[src/rtl/anc_pkg.sv]
// ----------------------------------------------------------------------------
// anc_pkg: shared types and constants of the neighbour classifier
// Item and result layouts, mode codes and mask bit positions.
// ----------------------------------------------------------------------------
package anc_pkg;

  localparam int unsigned IdW      = 8;
  localparam int unsigned NbrCount = 8;
  localparam int unsigned IndexW   = 6;

  // Mask bit positions: sides first, then corners.
  localparam int unsigned BitT  = 0;
  localparam int unsigned BitR  = 1;
  localparam int unsigned BitB  = 2;
  localparam int unsigned BitL  = 3;
  localparam int unsigned BitTl = 4;
  localparam int unsigned BitTr = 5;
  localparam int unsigned BitBr = 6;
  localparam int unsigned BitBl = 7;

  typedef enum logic {
    KIND_FOUR  = 1'b0,
    KIND_EIGHT = 1'b1
  } anc_kind_e;

  typedef struct packed {
    anc_kind_e                          kind;
    logic [NbrCount-1:0][IdW-1:0]       nbr_ids;   // index follows mask bit order
    logic [NbrCount-1:0]                inside_mask;
    logic [IdW-1:0]                     match_id;
    logic [IdW-1:0]                     source_id;
  } anc_item_t;

  typedef struct packed {
    logic [NbrCount-1:0] edge_mask;
    logic [IndexW-1:0]   tile_index;
    logic                no_match;
  } anc_result_t;

endpackage

[src/rtl/anc_mask.sv]
// ----------------------------------------------------------------------------
// anc_mask: neighbour comparison and mask construction
// Builds the four-sided or eight-sided mask of one tile.
// ----------------------------------------------------------------------------
module anc_mask (
  input  anc_pkg::anc_item_t            item_i,
  output logic [anc_pkg::NbrCount-1:0]  mask_o
);
  import anc_pkg::*;

  logic [NbrCount-1:0] match_eq;
  logic [NbrCount-1:0] source_eq;
  logic [NbrCount-1:0] blob_mask;

  always_comb begin
    for (int unsigned i = 0; i < NbrCount; i++) begin
      match_eq[i]  = item_i.inside_mask[i] && (item_i.nbr_ids[i] == item_i.match_id);
      source_eq[i] = item_i.inside_mask[i] && (item_i.nbr_ids[i] == item_i.source_id);
    end
  end

  // A corner survives only when both sides next to it are set.
  always_comb begin
    blob_mask        = source_eq;
    blob_mask[BitTl] = source_eq[BitTl] & source_eq[BitL] & source_eq[BitT];
    blob_mask[BitBl] = source_eq[BitBl] & source_eq[BitL] & source_eq[BitB];
    blob_mask[BitTr] = source_eq[BitTr] & source_eq[BitR] & source_eq[BitT];
    blob_mask[BitBr] = source_eq[BitBr] & source_eq[BitR] & source_eq[BitB];
  end

  always_comb begin
    case (item_i.kind)
      KIND_FOUR:  mask_o = {4'b0000, match_eq[3:0]};
      KIND_EIGHT: mask_o = (match_eq == '0) ? '1 : blob_mask;
      default:    mask_o = '0;
    endcase
  end

endmodule

[src/rtl/anc_decode.sv]
// ----------------------------------------------------------------------------
// anc_decode: blob pattern decoder
// Maps a mask to its tile index, or passes the side nibble in four-sided mode.
// ----------------------------------------------------------------------------
module anc_decode (
  input  anc_pkg::anc_kind_e            kind_i,
  input  logic [anc_pkg::NbrCount-1:0]  mask_i,
  output anc_pkg::anc_result_t          result_o
);
  import anc_pkg::*;

  logic [IndexW-1:0] blob_index;
  logic              blob_miss;

  always_comb begin
    blob_miss = 1'b0;
    unique case (mask_i)
      8'd70:   blob_index = 6'd0;
      8'd206:  blob_index = 6'd1;
      8'd140:  blob_index = 6'd2;
      8'd103:  blob_index = 6'd3;
      8'd255:  blob_index = 6'd4;
      8'd157:  blob_index = 6'd5;
      8'd35:   blob_index = 6'd6;
      8'd59:   blob_index = 6'd7;
      8'd25:   blob_index = 6'd8;
      8'd2:    blob_index = 6'd9;
      8'd10:   blob_index = 6'd10;
      8'd8:    blob_index = 6'd11;
      8'd4:    blob_index = 6'd12;
      8'd5:    blob_index = 6'd13;
      8'd1:    blob_index = 6'd14;
      8'd0:    blob_index = 6'd15;
      8'd6:    blob_index = 6'd16;
      8'd142:  blob_index = 6'd17;
      8'd78:   blob_index = 6'd18;
      8'd12:   blob_index = 6'd19;
      8'd39:   blob_index = 6'd20;
      8'd191:  blob_index = 6'd21;
      8'd127:  blob_index = 6'd22;
      8'd29:   blob_index = 6'd23;
      8'd71:   blob_index = 6'd24;
      8'd223:  blob_index = 6'd25;
      8'd239:  blob_index = 6'd26;
      8'd141:  blob_index = 6'd27;
      8'd3:    blob_index = 6'd28;
      8'd27:   blob_index = 6'd29;
      8'd43:   blob_index = 6'd30;
      8'd9:    blob_index = 6'd31;
      8'd7:    blob_index = 6'd32;
      8'd159:  blob_index = 6'd33;
      8'd111:  blob_index = 6'd34;
      8'd13:   blob_index = 6'd35;
      8'd14:   blob_index = 6'd36;
      8'd63:   blob_index = 6'd37;
      8'd207:  blob_index = 6'd38;
      8'd11:   blob_index = 6'd39;
      8'd15:   blob_index = 6'd40;
      8'd95:   blob_index = 6'd41;
      8'd175:  blob_index = 6'd42;
      8'd79:   blob_index = 6'd43;
      8'd47:   blob_index = 6'd44;
      8'd143:  blob_index = 6'd45;
      8'd31:   blob_index = 6'd46;
      default: begin
        blob_index = '0;
        blob_miss  = 1'b1;
      end
    endcase
  end

  always_comb begin
    result_o.edge_mask = mask_i;
    case (kind_i)
      KIND_FOUR: begin
        result_o.tile_index = {2'b00, mask_i[3:0]};
        result_o.no_match   = 1'b0;
      end
      default: begin
        result_o.tile_index = blob_index;
        result_o.no_match   = blob_miss;
      end
    endcase
  end

endmodule

[src/rtl/autotile_neighbour_classifier_unit.sv]
// ----------------------------------------------------------------------------
// autotile_neighbour_classifier_unit: blob autotile neighbour classifier
// Each input word is registered in the item register, its result in the result
// register. Throughput: one word per cycle unless the output stalls; the path
// between the item and result registers holds eight-way id compares, corner
// gating and the pattern decoder.
// Reset (rst_ni low, asynchronous) empties both pipeline stages.
// ----------------------------------------------------------------------------
module autotile_neighbour_classifier_unit (
  input  logic        clk_i,
  input  logic        rst_ni,

  input  logic        s_axis_tvalid,
  output logic        s_axis_tready,
  // tdata, lowest bit up: top_id, right_id, bottom_id, left_id, top_left_id,
  // top_right_id, bottom_right_id, bottom_left_id, inside_mask, match_id,
  // source_id (8 bits each).
  input  logic [87:0] s_axis_tdata,
  // tuser: kind (0 four-sided, 1 eight-sided).
  input  logic        s_axis_tuser,

  output logic        m_axis_tvalid,
  input  logic        m_axis_tready,
  // tdata, lowest bit up: edge_mask (8), tile_index (6), two zero pad bits.
  output logic [15:0] m_axis_tdata,
  // tuser: no_match.
  output logic        m_axis_tuser
);
  import anc_pkg::*;

  // Stage one holds the raw input word; stage two holds the finished result.
  anc_item_t   item_d, item_q;
  logic        item_valid_q;
  anc_result_t result_d, result_q;
  logic        result_valid_q;

  logic [NbrCount-1:0] mask;
  logic                advance;
  logic                take_in;

  // The result register moves whenever it is empty or being drained, and the
  // input register refills in the same cycle, so a word enters every cycle
  // as long as the downstream side keeps up.
  assign advance       = !result_valid_q || m_axis_tready;
  assign s_axis_tready = !item_valid_q || advance;
  assign take_in       = s_axis_tvalid && s_axis_tready;

  always_comb begin
    item_d.kind = anc_kind_e'(s_axis_tuser);
    for (int unsigned i = 0; i < NbrCount; i++) begin
      item_d.nbr_ids[i] = s_axis_tdata[IdW*i +: IdW];
    end
    item_d.inside_mask = s_axis_tdata[71:64];
    item_d.match_id    = s_axis_tdata[79:72];
    item_d.source_id   = s_axis_tdata[87:80];
  end

  anc_mask u_mask (
    .item_i (item_q),
    .mask_o (mask)
  );

  anc_decode u_decode (
    .kind_i   (item_q.kind),
    .mask_i   (mask),
    .result_o (result_d)
  );

  // Payload registers load without reset.
  always_ff @(posedge clk_i) begin
    if (take_in) begin
      item_q <= item_d;
    end
    if (advance && item_valid_q) begin
      result_q <= result_d;
    end
  end

  always_ff @(posedge clk_i or negedge rst_ni) begin
    if (!rst_ni) begin
      item_valid_q   <= 1'b0;
      result_valid_q <= 1'b0;
    end else begin
      if (s_axis_tready) begin
        item_valid_q <= s_axis_tvalid;
      end
      if (advance) begin
        result_valid_q <= item_valid_q;
      end
    end
  end

  assign m_axis_tvalid = result_valid_q;
  assign m_axis_tdata  = {2'b00, result_q.tile_index, result_q.edge_mask};
  assign m_axis_tuser  = result_q.no_match;

endmodule

[config.mk]
export PLATFORM = sky130hd
export DESIGN_NAME = autotile_neighbour_classifier_unit
export DESIGN_NICKNAME = d
export VERILOG_FILES = /design/src/rtl/anc_pkg.sv /design/src/rtl/anc_mask.sv /design/src/rtl/anc_decode.sv /design/src/rtl/autotile_neighbour_classifier_unit.sv
export SDC_FILE = /design/constraint.sdc
export NUM_CORES = 1
export LEC_CHECK = 0
export ABC_AREA = 1
export BUFFER_PORTS_ARGS = -buffer_cell sky130_fd_sc_hd__buf_2
export CELL_PAD_IN_SITES_DETAIL_PLACEMENT = 0
export CELL_PAD_IN_SITES_GLOBAL_PLACEMENT = 2
export CORE_UTILIZATION = 35
export CTS_CLUSTER_SIZE = 16
export DETAILED_ROUTE_END_ITERATION = 6
export PLACE_DENSITY = 0.87
export SETUP_SLACK_MARGIN = 0.05
export SLEW_MARGIN = 15
export SYNTH_ARGS = -nofsm -noshare
export SYNTH_HDL_FRONTEND = slang
export SYNTH_SLANG_ARGS = --single-unit
export TNS_END_PERCENT = 20
[constraint.sdc]
create_clock -name clk_i -period 7.85 [get_ports clk_i]
set_input_delay 0.3925 -clock clk_i [delete_from_list [all_inputs] [get_ports clk_i]]
set_output_delay 0.3925 -clock clk_i [all_outputs]
set_load 0.02 [all_outputs]
==> results of run 1 <==
critical path, stage by stage (launching register included):
cell and delay, ns:
edfxtp_1 0.66, inv_1 0.33, nand2_1 0.13, nand2_1 0.06, inv_1 0.05, nand2_1 0.04, nor2_1 0.16, nand3_1 0.09
nand2_1 0.08, nor2_1 0.06, nand2_2 0.24, nand2_1 0.13, nand2_1 0.08, nand2_1 0.14, nand2_2 0.18, nor2_2 0.11
nand2_1 0.12, nand2_1 0.06, nor2_1 0.10, nand2_1 0.06, nor2_1 0.12, nand2_1 0.07, nand2_1 0.05, nand2_1 0.06
cell families after synthesis:
family,count (synthesis)
AO/OA/AOI/OAI,75
buffers and inverters,130
flip-flops,106
XOR/XNOR,28
other,1
AND/OR/NAND/NOR,472
cell type report:
type	instances	share of cell area [%]
clock buffers	9	2.998
clock inverters	7	0.9827
inverters	109	5.480
multi-input cells	578	36.89
flip-flops and latches	106	42.24
well taps	229	3.814
repair buffers	112	7.595
where the power goes:
part,switching (mW),internal [mW]
clock,0.217,0.250
sequential,0.0559,0.678
combinational,0.152,0.0870
layer usage:
metal  routed length [um]  part of all wire, %
met1                 9155                   46
met2                 9331                   47
met3                  965                  4.9
met4                  437                  2.2
met5                    0                    0
cells in the mapped netlist (all sizes together) (4+ instances only):
master	instances	area (um2)
and3	4	25.02
xnor2	19	166.4
or2	7	43.79
o21ai	23	115.1
nand3	62	310.3
buf	21	138.9
edfxtp	104	3123
nor2	126	510.5
nor3	4	20.02
o22ai	25	156.4
o2111ai	8	70.07
xor2	9	78.83
a21oi	14	73.82
nand2	247	1005
inv	106	397.9
nand4	15	93.84
registers in the layout, summed over array words and instances, names as in the netlist:
register / cells
item_valid_q: 1
item_q: 89
m_axis_tuser: 1
m_axis_tvalid: 1
m_axis_tdata: 14
repair_timing:
item                                   4_1_cts  5_1_grt
endpoints found under the hold margin        2        0
hold buffers                                 1        0
resized for setup                            0        0
setup buffers                                0        0
final timing paths:
path,start,to,slack (ns),depth (start not counted)
max reg2reg,item_q[11],m_axis_tdata[8],4.42,23
max in group asynchronous,rst_ni,m_axis_tvalid,7.42,2
min,s_axis_tdata[23],item_q[47],0.20,1
min reg2reg,item_valid_q,m_axis_tvalid,0.49,2
min in group asynchronous,rst_ni,item_valid_q,0.34,2
max,item_q[11],m_axis_tdata[8],4.42,23
==> impl_results.md, run 1 <==
- Outcome: finished with violations
- Violated checks: DRC
- Min cycle time layout: 3.427 ns
- Initial Utilization: 35.86%
- Hold Vio Cnt, Final: 0
- Fin cells: 1150
- CORE AREA: about 18000 um2
- Initial antenna violation count: 0
- Synth warnings: 0
- Most frequent cells in the layout: 230 x nand2_1, 117 x nor2_1, 109 x buf_2
- Fmax: 0.2918 GHz
- Grt met2 use: 35.61%
- Post-synthesis sequential area ratio: between 40% and 50%
- Clock transition at path regs: 0.07 ns
- Critical path class: reg -> reg
- Slew @ Worst Pin: 0.9443 ns
- RSZ-0062 raised after global routing: no
- Fin area: 7512 um2
- Cell row count: 49
- Final Setup Violations: 0
- Die Area: 19080 um2
- Critical-path maximum fanout: 13
- Most used flip-flop cell after synthesis: edfxtp_1
- Tot GR Track Use: 21.27%
- Vias after detailed routing: 5589
- Simple-Gate Fraction of Synth Area: 31.73%
- Root Driver: clkbuf_16
- Max cap viols: 0
- Total power: 1.441 mW
- Worst-Skew Late Latency: between 0.3 and 0.4 ns
- Port Buf Inserts: 109
- Dpl cell area: 7203 um2
- Die width: 138.1 um
- Place WS: 4.437 ns
- CTS buffer count: 9
- Xor and xnor fraction of the mapped netlist area: about 3.8%
- PnR worst setup slack: between 4 and 5 ns
- Area growth from synthesis to layout: 15.82%
- Crit share post-route: 43.66%
- Required @ worst endpoint: about 8.0 ns
- Final core utilization: 41.54%
- Total negative slack: 0 ns
- Worst setup SP type: flip-flop
- Layout Skew: 0.006339 ns
- Largest family of logic cells by synthesized area: simple AND/OR/NAND/NOR gates
- Met3 Use GR: under 10%
- Leak: 3.513 nW
- Clk buf depth: 2
- H-tree Lvls: 3
- Drc violations: 10
- Grt peak-use layer: met2
- FF+latch count, synth: around 110
- Clock sink total: between 100 and 150
- Storage cell area: 3173 um2
- Commonest non-fill, non-tap cell in the layout: nand2_1
- Ports: 112
- Final WL: between 15000 and 20000 um
- Met1 GRT Util: between 20% and 30%
- Number of synthesized flops with an enable pin: about 100
- Pwr Density: around 190 nW/um2
- Placed Instances: 1133
- Die Y: 138.1 um
- ANT cells: 0
- First-pass GRT wire length: 30370 um
- Worst setup EP type: flip-flop
- Initial DRC Count: 415
- Global route overflow: 0
- Synth cell types: 38
- Routability cong.: 0.9210
- Syn avg cell area: 7.988 um2
- Largest net degree at the start of global routing: 69
- Layout cell share with drive strength beyond 1: 17.92%
- Slew headroom: 37.05%
- Post-route ant nets: 0
- FFs w/ async S/R, synth: 1.887%
- Initial DRT Pass Iterations: 7
- Avg WL per Cell: around 17 um
- Mapped Cells: 812
- Min-Delay Path Class: in -> reg
- Crit path DAT: between 3 and 4 ns
- Fillers: around 1800
- Synthesized area: 6486 um2
- Layout net count: slightly above 1000
- Hold_ws: a little over 0.2 ns
- Max VDD drop: between 0.1 and 0.15 mV
- Adder-cell share of the synthesized area: 0%
- Pins Over Slew Limit: 0
- Multi-input gate area: 2771 um2
- Number of vias per cell: 4.860
- CTS tree: done
- Mux share of post-synthesis cell area: 0%
- DP HPWL: 15240 um
- Fraction of the mapped netlist area in compound gates: 7.041%
- Vias in the first global route: 5457
No activity file was read; power rests on OpenSTA's default activity.
==> inputs of run 2 (changes only) <==
--- a/config.mk
+++ b/config.mk
@@ -9,10 +9,10 @@
 export BUFFER_PORTS_ARGS = -buffer_cell sky130_fd_sc_hd__buf_2
 export CELL_PAD_IN_SITES_DETAIL_PLACEMENT = 0
 export CELL_PAD_IN_SITES_GLOBAL_PLACEMENT = 2
-export CORE_UTILIZATION = 35
+export CORE_UTILIZATION = 33
 export CTS_CLUSTER_SIZE = 16
 export DETAILED_ROUTE_END_ITERATION = 6
-export PLACE_DENSITY = 0.87
+export PLACE_DENSITY = 0.83
 export SETUP_SLACK_MARGIN = 0.05
 export SLEW_MARGIN = 15
 export SYNTH_ARGS = -nofsm -noshare
==> constraint.sdc (replaced) <==
create_clock -name clk_i -period 3.2 [get_ports clk_i]
set_input_delay 0.16 -clock clk_i [delete_from_list [all_inputs] [get_ports clk_i]]
set_output_delay 0.16 -clock clk_i [all_outputs]
set_load 0.02 [all_outputs]
==> run 2 against run 1 <==
Net effect: the flow now finishes without violations; non-clock buffer count grew 163; die area grew 6.0%; clock-buffer cell count rose by 1; clock power grew 140%; sequential cell count unchanged; register-to-register slack got worse by 4.1 ns; cell area increased by 22%; critical path depth unchanged; wire length increased by 16%; clock skew increased by 0.0072 ns; final cell count grew 17%; first-iteration DRC count fell by 14%.
==> impl_results.md, run 2 (same netlist as run 1, synthesis figures left out) <==
- Area growth from synthesis to layout: 41.36%
- CTS tree: done
- Min-Delay Path Class: in -> reg
- Max FFs per register: 89 (unchanged)
- Vias in the first global route: 6438 (+18%)
- Sw Share: 30.50% (+1.0 points)
- Commonest non-fill, non-tap cell in the layout: nand2_1
- Max VDD drop: 0.3735 mV (+250%)
- H-tree Lvls: 3 (unchanged)
- Post-route ant nets: 0 (unchanged)
- Dpl cell area: 7675 um2 (+6.5%)
- ANT cells: 0 (unchanged)
- Layout net count: 1174 (+16%)
- RR Startpoint: item_q[13]
- Fin area: 9169 um2 (+22%)
- Switch Pwr: 1.132 mW (+170%)
- Clock transition at path regs: 0.08 ns (about the same)
- Initial DRT Pass Iterations: 5 (-2)
- Worst setup EP type: flip-flop
- Met3 Use GR: 3.769% (+0.55 points)
- FF-to-FF End: m_axis_tdata[8]
- Layout Skew: 0.01352 ns (+0.007183 ns)
- Crit share post-route: 90.38% (+47 points)
- Worst setup SP type: flip-flop
- Die Y: 142.2 um (+2.9%)
- Combinational power share: 22.8% (+6.2 points)
- Critical-path maximum fanout: 7 (-6)
- Crit path DAT: 3.01 ns (-0.53 ns)
- Number of vias per cell: 4.756 (-2.1%)
- Grt met2 use: 40.40% (+4.8 points)
- Cell-internal power: 2.579 mW (+150%)
- DP HPWL: 16600 um (+8.9%)
- Avg WL per Cell: 17.08 um (-1.2%)
- Initial DRC Count: 358 (-14%)
- Cell row count: 50 (+2.0%)
- CTS buffer count: 9 (unchanged)
- Tot GR Track Use: 23.58% (+2.3 points)
- Largest net degree at the start of global routing: 65 (-5.8%)
- Slew @ Worst Pin: 0.5381 ns (-0.4062 ns)
- Drc violations: 0 (-10)
- Clk buf depth: 2 (unchanged)
- Initial Utilization: 34.22% (-1.6 points)
- Die Area: 20220 um2 (+6.0%)
- Min cycle time layout: 2.892 ns (-0.5352 ns)
- Slew headroom: 64.09% (+27 points)
- Global route overflow: 0 (unchanged)
- Worst-Skew Late Latency: 0.37 ns (about the same)
- Initial antenna violation count: 0 (unchanged)
- Ports: 112 (unchanged)
- Layout cell share with drive strength beyond 1: 24.31% (+6.4 points)
- Required @ worst endpoint: 3.32 ns (-4.64 ns)
- Routability cong.: 0.9176 (-0.37%)
- Total negative slack: 0 ns (unchanged)
- Met1 GRT Util: 30.45% (+2.1 points)
- CORE AREA: 18960 um2 (+4.8%)
- Hold path endpoint: item_valid_q
- Pwr Density: 404.8 nW/um2 (+110%)
- Vias after detailed routing: 6401 (+15%)
- Root Driver: clkbuf_16
- Pins Over Slew Limit: 0 (unchanged)
- Worst R2R Path Depth: 23 (unchanged)
- Hold Vio Cnt, Final: 0 (unchanged)
- R2r setup slk: 0.31 ns (-4.11 ns)
- Die width: 142.2 um (+2.9%)
- Most frequent cells in the layout: 218 x nand2_1, 112 x nor2_1, 109 x buf_2
- Clock sink total: 106 (unchanged)
- RSZ-0062 raised after global routing: no
- WHS Path Cells: 3 (+2)
- Outcome: complete, no violations
- Clk pwr share: 30.0% (-2.5 points)
- First-pass GRT wire length: 35070 um (+15%)
- Max cap viols: 0 (unchanged)
- Final Setup Violations: 0 (unchanged)
- Fmax: 0.3458 GHz (+19%)
- Grt peak-use layer: met2
- Top reg by flops: item_q
- Critical path class: reg -> reg
- Port Buf Inserts: 109 (unchanged)
- Leak: 4.272 nW (+22%)
- Sequential share of power: 47.2% (-3.8 points)
- Min-delay src: s_axis_tvalid
- Final WL: 22990 um (+16%)
==> run 2: worst max path at each step <==
stage	from	slack, ns	to	depth (start not counted)
after floorplan	m_axis_tvalid	0.18	item_q[0]	3
after CTS	item_q[15]	0.15	m_axis_tdata[8]	22
after detailed placement	item_q[15]	-0.07	m_axis_tdata[8]	22
after global placement	item_q[15]	-0.11	m_axis_tdata[8]	21
final	item_q[13]	0.31	m_axis_tdata[8]	23
after global routing	item_q[13]	0.03	m_axis_tdata[8]	24
==> run 2: timing repair <==
action / in CTS / in global routing
endpoints found under the hold margin: 91 / 0
hold buffers: 90 / 0
setup endpoints to repair: 5 / 6
resized for setup: 1 / 33
pin swaps: 0 / 5
cloned: 0 / 2
setup buffers: 2 / 21
==> run 2: final cells by class <==
cell class / count / area [um2]
tap: 260 / 325.3
clock buffer: 10 / 229.0
clock inverter: 6 / 62.56
inverter: 109 / 424.2
sequential: 106 / 3173
timing repair buffer: 275 / 2079
fill: 1862 / 9787
timing repair inverter: 1 / 6.256
multi-input combinational: 579 / 2869
==> run 2: routing by layer <==
metal	share of wire, %	vias to the layer above	wire length, um
met5	0	-	0
met4	2.3	0	524
met3	5.0	39	1151
met2	48	213	11030
met1	45	2950	10280
li1	-	3199	-
==> run 2: per-stage QoR <==
stage                     setup WS (ns)  total power, mW  hold WS [ns]  instances  util (%)
after floorplan                  0.1781            2.189       -0.1356        814         -
after global placement          -0.1057            2.491      -0.05431       1215     40.49
after detailed placement       -0.06752            2.490      -0.04825       1215     40.49
after CTS                        0.1489            3.692       0.03124       1323     46.88
after global routing            0.03321            3.890       0.05160       1346     48.37
final                            0.3078            3.711       0.04463       1346     48.37
==> run 2: power by group through the flow <==
stage / sequential, mW / combinational [mW] / clock (mW)
final: 1.75 / 0.848 / 1.11
after global placement: 1.79 / 0.705 / 0
after CTS: 1.75 / 0.794 / 1.14
after floorplan: 1.78 / 0.412 / 0
after detailed placement: 1.79 / 0.703 / 0
after global routing: 1.77 / 0.931 / 1.19
==> run 2: worst max-delay path: stages, from the launching register on <==
cell      delay, ns
edfxtp_1       0.46
buf_4          0.17
inv_4          0.05
buf_4          0.13
nand2_1        0.05
nand4_1        0.09
nor2_1         0.15
nand2_1        0.07
nand2_1        0.12
nor2_4         0.07
nand2_4        0.13
nand2_1        0.06
nand2_1        0.14
nand2_4        0.10
nand2_4        0.14
inv_1          0.05
nand3_1        0.09
nand2_1        0.08
nor2_1         0.13
nand2_1        0.07
nor2_1         0.09
nand2_1        0.06
nand2_1        0.07
nand2_1        0.05
